<file path="config.mk">
export PLATFORM = sky130hd
export DESIGN_NAME = hsv_to_rgb_converter_core
export DESIGN_NICKNAME = d
export VERILOG_FILES = /design/src/hw/rtl/hsvrgb_pkg.sv /design/src/hw/rtl/hsvrgb_sector.sv /design/src/hw/rtl/hsvrgb_mult.sv /design/src/hw/rtl/hsvrgb_div.sv /design/src/hw/rtl/hsv_to_rgb_converter_core.sv
export SDC_FILE = /design/constraint.sdc
export NUM_CORES = 2
export LEC_CHECK = 0
export BUFFER_PORTS_ARGS = -buffer_cell sky130_fd_sc_hd__buf_4
export CORE_ASPECT_RATIO = 0.7
export CORE_MARGIN = 2
export CORE_UTILIZATION = 30
export DETAILED_ROUTE_END_ITERATION = 10
export SLEW_MARGIN = 15
export SYNTH_ARGS = -nofsm -noshare
export SYNTH_HDL_FRONTEND = slang
export SYNTH_SLANG_ARGS = --single-unit
</file>
<file path="constraint.sdc">
create_clock -name i_clk -period 11 [get_ports i_clk]
set_input_delay 1.1 -clock i_clk [delete_from_list [all_inputs] [get_ports i_clk]]
set_output_delay 1.1 -clock i_clk [all_outputs]
set_load 0.01 [all_outputs]
</file>
<file path="src/hw/rtl/hsvrgb_pkg.sv">
// Package with the types and constants shared by the HSV to RGB converter.
`timescale 1ns / 1ps

package hsvrgb_pkg;

    localparam int HUE_W  = 13;
    localparam int FRAC_W = 8;
    localparam int F_W    = 10;
    localparam int PROD_W = 18;
    localparam int NUM_W  = 26;
    localparam int QUO_W  = 20;
    localparam int RECIP_W = 21;

    localparam logic [HUE_W-1:0]   HUE_FULL   = 13'd5760;
    localparam logic [F_W-1:0]     HUE_SECTOR = 10'd960;
    localparam logic [FRAC_W-1:0]  FRAC_ONE   = 8'd255;
    localparam logic [PROD_W-1:0]  SECTOR_ONE = 18'd244800;
    // Reciprocal of 3825 scaled by 2^32, rounded up; exact for 20-bit numerators.
    localparam logic [RECIP_W-1:0] RECIP_3825 = 21'd1122868;
    localparam logic [9:0]         RECIP_255  = 10'd257;

    typedef enum logic [2:0] {
        SEC_RED     = 3'd0,
        SEC_YELLOW  = 3'd1,
        SEC_GREEN   = 3'd2,
        SEC_CYAN    = 3'd3,
        SEC_BLUE    = 3'd4,
        SEC_MAGENTA = 3'd5
    } t_sector;

    typedef struct packed {
        t_sector           sector;
        logic [F_W-1:0]    frac;
        logic [FRAC_W-1:0] sat;
        logic [FRAC_W-1:0] val;
    } t_sec_data;

    typedef struct packed {
        t_sector           sector;
        logic [FRAC_W-1:0] val;
        logic [FRAC_W-1:0] sat_inv;
        logic [PROD_W-1:0] sf_q;
        logic [PROD_W-1:0] sf_t;
    } t_prod_data;

    typedef struct packed {
        t_sector           sector;
        logic [FRAC_W-1:0] val;
        logic [15:0]       num_p;
        logic [NUM_W-1:0]  num_q;
        logic [NUM_W-1:0]  num_t;
    } t_num_data;

    typedef struct packed {
        t_sector           sector;
        logic [FRAC_W-1:0] val;
        logic [FRAC_W-1:0] p;
        logic [FRAC_W-1:0] q;
        logic [FRAC_W-1:0] t;
    } t_chan_data;

endpackage

</file>
<file path="src/hw/rtl/hsvrgb_sector.sv">
// First pipeline stage: hue wrap, sector number and position within the sector.
`timescale 1ns / 1ps

module hsvrgb_sector
    import hsvrgb_pkg::*;
(
    input  logic              i_clk,
    input  logic              i_rst_n,
    input  logic              i_vld,
    output logic              o_ready,
    input  logic [HUE_W-1:0]  i_hue,
    input  logic [FRAC_W-1:0] i_sat,
    input  logic [FRAC_W-1:0] i_val,
    output logic              o_vld,
    input  logic              i_ready,
    output t_sec_data         o_data
);

    logic            r_vld;
    t_sec_data       r_data;
    t_sec_data       n_data;
    logic [HUE_W-1:0] hue_w;
    logic [HUE_W-1:0] base;

    always_comb begin
        hue_w = (i_hue >= HUE_FULL) ? '0 : i_hue;
        if (hue_w >= 13'd4800) begin
            n_data.sector = SEC_MAGENTA;
            base = 13'd4800;
        end else if (hue_w >= 13'd3840) begin
            n_data.sector = SEC_BLUE;
            base = 13'd3840;
        end else if (hue_w >= 13'd2880) begin
            n_data.sector = SEC_CYAN;
            base = 13'd2880;
        end else if (hue_w >= 13'd1920) begin
            n_data.sector = SEC_GREEN;
            base = 13'd1920;
        end else if (hue_w >= {3'b000, HUE_SECTOR}) begin
            n_data.sector = SEC_YELLOW;
            base = {3'b000, HUE_SECTOR};
        end else begin
            n_data.sector = SEC_RED;
            base = '0;
        end
        n_data.frac = F_W'(hue_w - base);
        n_data.sat  = i_sat;
        n_data.val  = i_val;
    end

    assign o_ready = !r_vld || i_ready;

    always_ff @(posedge i_clk) begin
        if (!i_rst_n) begin
            r_vld <= 1'b0;
        end else if (o_ready) begin
            r_vld <= i_vld;
        end
    end

    always_ff @(posedge i_clk) begin
        if (o_ready && i_vld) begin
            r_data <= n_data;
        end
    end

    assign o_vld  = r_vld;
    assign o_data = r_data;

endmodule

</file>
<file path="src/hw/rtl/hsvrgb_mult.sv">
// Two pipeline stages: saturation products, then numerators scaled by value.
`timescale 1ns / 1ps

module hsvrgb_mult
    import hsvrgb_pkg::*;
(
    input  logic       i_clk,
    input  logic       i_rst_n,
    input  logic       i_vld,
    output logic       o_ready,
    input  t_sec_data  i_data,
    output logic       o_vld,
    input  logic       i_ready,
    output t_num_data  o_data
);

    logic       r_vld_a;
    t_prod_data r_data_a;
    t_prod_data n_data_a;
    logic       ready_a;
    logic       r_vld_b;
    t_num_data  r_data_b;
    t_num_data  n_data_b;
    logic       ready_b;
    logic [PROD_W-1:0] sub_q;
    logic [PROD_W-1:0] sub_t;

    always_comb begin
        n_data_a.sector  = i_data.sector;
        n_data_a.val     = i_data.val;
        n_data_a.sat_inv = FRAC_ONE - i_data.sat;
        n_data_a.sf_q    = {{(PROD_W-FRAC_W){1'b0}}, i_data.sat}
                         * {{(PROD_W-F_W){1'b0}}, i_data.frac};
        n_data_a.sf_t    = {{(PROD_W-FRAC_W){1'b0}}, i_data.sat}
                         * {{(PROD_W-F_W){1'b0}}, F_W'(HUE_SECTOR - i_data.frac)};
    end

    always_comb begin
        sub_q = SECTOR_ONE - r_data_a.sf_q;
        sub_t = SECTOR_ONE - r_data_a.sf_t;
        n_data_b.sector = r_data_a.sector;
        n_data_b.val    = r_data_a.val;
        n_data_b.num_p  = {8'b0, r_data_a.val} * {8'b0, r_data_a.sat_inv};
        n_data_b.num_q  = {{(NUM_W-FRAC_W){1'b0}}, r_data_a.val}
                        * {{(NUM_W-PROD_W){1'b0}}, sub_q};
        n_data_b.num_t  = {{(NUM_W-FRAC_W){1'b0}}, r_data_a.val}
                        * {{(NUM_W-PROD_W){1'b0}}, sub_t};
    end

    assign ready_b = !r_vld_b || i_ready;
    assign ready_a = !r_vld_a || ready_b;
    assign o_ready = ready_a;

    always_ff @(posedge i_clk) begin
        if (!i_rst_n) begin
            r_vld_a <= 1'b0;
            r_vld_b <= 1'b0;
        end else begin
            if (ready_a) begin
                r_vld_a <= i_vld;
            end
            if (ready_b) begin
                r_vld_b <= r_vld_a;
            end
        end
    end

    always_ff @(posedge i_clk) begin
        if (ready_a && i_vld) begin
            r_data_a <= n_data_a;
        end
        if (ready_b && r_vld_a) begin
            r_data_b <= n_data_b;
        end
    end

    assign o_vld  = r_vld_b;
    assign o_data = r_data_b;

endmodule

</file>
<file path="src/hw/rtl/hsvrgb_div.sv">
// Pipeline stage that divides the numerators by constants through reciprocal products.
`timescale 1ns / 1ps

module hsvrgb_div
    import hsvrgb_pkg::*;
(
    input  logic       i_clk,
    input  logic       i_rst_n,
    input  logic       i_vld,
    output logic       o_ready,
    input  t_num_data  i_data,
    output logic       o_vld,
    input  logic       i_ready,
    output t_chan_data o_data
);

    logic       r_vld;
    t_chan_data r_data;
    t_chan_data n_data;
    logic [25:0] prod_p;
    logic [40:0] prod_q;
    logic [40:0] prod_t;

    always_comb begin
        prod_p = ({10'b0, i_data.num_p} + 26'd1) * {16'b0, RECIP_255};
        prod_q = {{(41-QUO_W){1'b0}}, i_data.num_q[NUM_W-1:6]}
               * {{(41-RECIP_W){1'b0}}, RECIP_3825};
        prod_t = {{(41-QUO_W){1'b0}}, i_data.num_t[NUM_W-1:6]}
               * {{(41-RECIP_W){1'b0}}, RECIP_3825};
        n_data.sector = i_data.sector;
        n_data.val    = i_data.val;
        n_data.p      = prod_p[23:16];
        n_data.q      = prod_q[39:32];
        n_data.t      = prod_t[39:32];
    end

    assign o_ready = !r_vld || i_ready;

    always_ff @(posedge i_clk) begin
        if (!i_rst_n) begin
            r_vld <= 1'b0;
        end else if (o_ready) begin
            r_vld <= i_vld;
        end
    end

    always_ff @(posedge i_clk) begin
        if (o_ready && i_vld) begin
            r_data <= n_data;
        end
    end

    assign o_vld  = r_vld;
    assign o_data = r_data;

endmodule

</file>
<file path="src/hw/rtl/hsv_to_rgb_converter_core.sv">
// Throughput: one item per cycle while the master side accepts; five register stages,
// one multiplier level each at most, with per-stage ready so a stall fills bubbles
// before holding the input.
// Reset: synchronous active-low i_rst_n clears all stage valid bits; data regs keep
// their contents.
// Top level of the HSV to RGB converter with the channel selection output stage.
`timescale 1ns / 1ps

module hsv_to_rgb_converter_core
    import hsvrgb_pkg::*;
(
    input  logic        i_clk,
    input  logic        i_rst_n,
    input  logic        s_axis_tvalid,
    output logic        s_axis_tready,
    input  logic [31:0] s_axis_tdata,  // hue[12:0], saturation[20:13], brightness[28:21]
    output logic        m_axis_tvalid,
    input  logic        m_axis_tready,
    output logic [23:0] m_axis_tdata   // red[7:0], green[15:8], blue[23:16]
);

    logic       sec_vld;
    logic       sec_ready;
    t_sec_data  sec_data;
    logic       num_vld;
    logic       num_ready;
    t_num_data  num_data;
    logic       chan_vld;
    logic       chan_ready;
    t_chan_data chan_data;
    logic        r_vld;
    logic [23:0] r_rgb;
    logic [23:0] n_rgb;
    logic        out_ready;

    hsvrgb_sector u_sector (
        .i_clk   (i_clk),
        .i_rst_n (i_rst_n),
        .i_vld   (s_axis_tvalid),
        .o_ready (s_axis_tready),
        .i_hue   (s_axis_tdata[12:0]),
        .i_sat   (s_axis_tdata[20:13]),
        .i_val   (s_axis_tdata[28:21]),
        .o_vld   (sec_vld),
        .i_ready (sec_ready),
        .o_data  (sec_data)
    );

    hsvrgb_mult u_mult (
        .i_clk   (i_clk),
        .i_rst_n (i_rst_n),
        .i_vld   (sec_vld),
        .o_ready (sec_ready),
        .i_data  (sec_data),
        .o_vld   (num_vld),
        .i_ready (num_ready),
        .o_data  (num_data)
    );

    hsvrgb_div u_div (
        .i_clk   (i_clk),
        .i_rst_n (i_rst_n),
        .i_vld   (num_vld),
        .o_ready (num_ready),
        .i_data  (num_data),
        .o_vld   (chan_vld),
        .i_ready (chan_ready),
        .o_data  (chan_data)
    );

    always_comb begin
        case (chan_data.sector)
            SEC_RED:     n_rgb = {chan_data.p,   chan_data.t,   chan_data.val};
            SEC_YELLOW:  n_rgb = {chan_data.p,   chan_data.val, chan_data.q};
            SEC_GREEN:   n_rgb = {chan_data.t,   chan_data.val, chan_data.p};
            SEC_CYAN:    n_rgb = {chan_data.val, chan_data.q,   chan_data.p};
            SEC_BLUE:    n_rgb = {chan_data.val, chan_data.p,   chan_data.t};
            default:     n_rgb = {chan_data.q,   chan_data.p,   chan_data.val};
        endcase
    end

    assign out_ready  = !r_vld || m_axis_tready;
    assign chan_ready = out_ready;

    always_ff @(posedge i_clk) begin
        if (!i_rst_n) begin
            r_vld <= 1'b0;
        end else if (out_ready) begin
            r_vld <= chan_vld;
        end
    end

    always_ff @(posedge i_clk) begin
        if (out_ready && chan_vld) begin
            r_rgb <= n_rgb;
        end
    end

    assign m_axis_tvalid = r_vld;
    assign m_axis_tdata  = r_rgb;

endmodule

</file>
==> results by group <==
Floorplan
  • Starting Density: 30.17%
  • Site Rows: 103
  • Die area: 115800 um^2
  • Die Wd: 405.8 um
  • CORE AREA: 112400 um^2
  • Die H: 285.3 um
  • Num ports: 62

Job
  • Max-Cap Viols: 0

Route
  • Final WL: 74490 um
  • DRC Markers: 0
  • Pre-Repair DR Iteration Count: 5
  • Initial DRC count: 1171
  • WL per Instance: 14.97 um
  • DR vias/cell: 4.518
  • ANT nets after route: 0
  • Via count: 22487

Setup path
  • Crit-path cells: inv_1 > ha_1 > or3b_4 > a2111o_1 > and2_4 > and4_4 > o21ai_4 > xor2_2 > and2_1 > fa_1 > fa_1 > fa_1 > inv_1 > fa_1 > inv_1 > ha_1 > a21o_1 > a21o_1 > a211oi_1 > o31a_1 > o21ai_0 > a2111oi_0 > nor3_1
  • CP Launch Type: register
  • Slowest cell on crit path: edfxtp_1
  • Crit-path max cell delay: 0.55 ns
  • Setup CP Type: register to register
  • Arrival @ worst endpoint: 7.54 ns
  • Crit path buffers/inverters: 3
  • Crit-path max FO: 12
  • Req. time, crit path: 11.29 ns
  • CP endpoint kind: register
  • Cell mode on critical path: fa_1
  • Top delay family on crit path: adder cells

Logic synthesis
  • Post-Syn Area: 33900 um^2
  • Synth cell count leaders: 769 x inv_1, 553 x ha_1, 459 x fa_1
  • Top area cells in the synthesized netlist: fa_1 27%, ha_1 20%, edfxtp_1 19%, inv_1 8.5%, and2_1 5.1%
  • Syn_nets: 4459
  • Main combinational cell family by area after synthesis: adder cells
  • Number of synthesized flops with an enable pin: 209
  • Count leader, synth: inv_1
  • Post-Synth Adder-Cell Area: 47.51%
  • Post-synthesis xor/xnor area fraction: 3.635%
  • Simple-Gate Fraction of Synth Area: 13.28%
  • Synth top area share: 27.10%
  • Mux cell area share after synthesis: 0.5646%
  • Post-synth cell types: 74
  • Avg Inst Size Synth: 9.940 um^2
  • Compound-Gate Fraction of Synth Area: 6.853%
  • Cell count after synthesis: 3411
  • Cell accounting for the most synthesized area: fa_1
  • Seq/Total Area, Yosys: 18.81%
  • Ys async rst share: 0%
  • Synth warnings: 0
  • Top FF cell, synth: edfxtp_1
  • Synth Register Bits: 214

Cells and area
  • NumNets Final: 4484
  • Area of the multi-input gates: 24410 um^2
  • Layout cells sized above 1: 4.344%
  • Layout area overhead: 8.805%
  • Fill count: 11626
  • Storage element area: 6376 um^2

Timing
  • Final Hold Vio Count: 0
  • Worst Tran Pin Value: 1.094 ns
  • Max Clk Rate: 0.1379 GHz
  • Post-Route Skew: 0.01950 ns
  • Endpoints failing setup: 0
  • Post-layout minimum cycle time: 7.249 ns
  • Final period utilization: 65.90%
  • Relative slew slack: 27.08%
  • Slew Limit Fails: 0
  • RSZ-0062 raised after global routing: false
  • Final setup margin: 3.751 ns
  • Accumulated negative setup slack: 0 ns

Clocking
  • Num CTS Buffers: 23
  • Post-CTS setup buffer count: 0
  • Worst-path clk slew: 0.06 ns
  • CTS tree: yes
  • Clock root cell: clkbuf_16
  • H-tree depth: 1
  • CTS Sinks: 214
  • Cts hold-fix bufs: 0
  • Clock buffer depth: 3
  • Clk_lat worst skew: 0.56 ns
  • Cts repair resizes: 0

Global route
  • Total gr overflow: 0
  • Vias in the first global route: 23236
  • Largest net degree at the start of global routing: 62
  • Global Route Usage Sum: 13.32%
  • Global-route wire length before repair: 124700 um
  • Initial antenna violation count: 2

Placed design
  • Port Buf Inserts: 58
  • Pre-CTS setup slack: 3.761 ns
  • Dpl hpwl: 60230 um
  • GPL Wtd Cong: 0.8578

Run status
  • Status: complete, no violations

Worst hold path
  • Hold WC Path Type: register to register
-- layer usage --
layer / vias up / track usage, % / share of wire [%]
met1: 11069 / 21.28 / 54
met3: 38 / 2.002 / 4.7
met2: 358 / 19.24 / 40
met5: - / 0 / 0
met4: 0 / 1.338 / 0.81
li1: 11022 / - / -
-- metrics by stage --
stage | hold WS, ns | util, % | std cells | instance area [um^2]
2_1_floorplan | 0.4003 | - | 3411 | 33900
3_3_place_gp | 0.4030 | 32.15 | 4933 | 36130
3_5_place_dp | 0.4045 | 32.15 | 4933 | 36130
4_1_cts | 0.4171 | 32.82 | 4975 | 36880
5_1_grt | 0.4238 | 32.82 | 4975 | 36880
6_report | 0.4178 | 32.83 | 4977 | 36890
-- layout by cell type, fill, tap and decap left out, types with 10 or more instances in the layout --
cell	n
nor2b_1	78
xor2_1	50
or2_2	10
and2_1	276
nand3_1	36
xnor2_1	87
nand2b_1	21
o21ai_0	66
o22ai_1	14
a21o_1	28
clkbuf_16	23
or3_1	10
ha_1	553
nor2_1	102
nand4_1	17
o21bai_1	10
fa_1	459
a21oi_1	76
and3_1	15
inv_1	769
buf_4	73
nor3_1	31
o21a_1	24
nand3b_1	12
a211oi_1	16
edfxtp_1	209
nand2_1	200
-- final cells by class --
type | instances | share of cell area (%)
diodes | 2 | 0.01357
clock buffers | 26 | 1.618
clock inverters | 16 | 0.4308
inverters | 771 | 7.845
multi-input cells | 2353 | 66.16
flip-flops and latches | 214 | 17.28
well taps | 1522 | 5.162
repair buffers | 73 | 1.486
-- final timing paths --
kind / from / to / slack, ns / cells past startpoint
setup / recovery: u_mult.r_data_a[0] / u_mult.o_data[51] / 3.75 / 23
hold / removal: u_sector.o_data[4] / u_mult.n_data_b[72] / 0.42 / 0
setup reg to reg: u_mult.r_data_a[0] / u_mult.o_data[51] / 3.75 / 23
hold reg to reg: u_sector.o_data[4] / u_mult.n_data_b[72] / 0.42 / 0
-- state kept, by name, indices dropped and copies added (netlist names) --
signal,flops
u_mult.o_data,67
u_mult.r_data_a,43
u_div.o_data,35
u_sector.o_data,29
m_axis_tdata,24
u_mult.n_data_b,11
m_axis_tvalid,1
u_div.o_vld,1
u_mult.o_vld,1
u_mult.r_vld_a,1
u_sector.o_vld,1
-- logic make-up after synthesis --
kind of cell | count (synthesis)
fa+ha+maj | 1012
buf+inv | 844
simple gates | 842
compound gates | 342
flops | 214
xor+xnor | 139
mux | 18
Power is left out: the tool's default activity adds up to more than one toggle a clock period on the data nets, which glitch-free logic cannot reach.
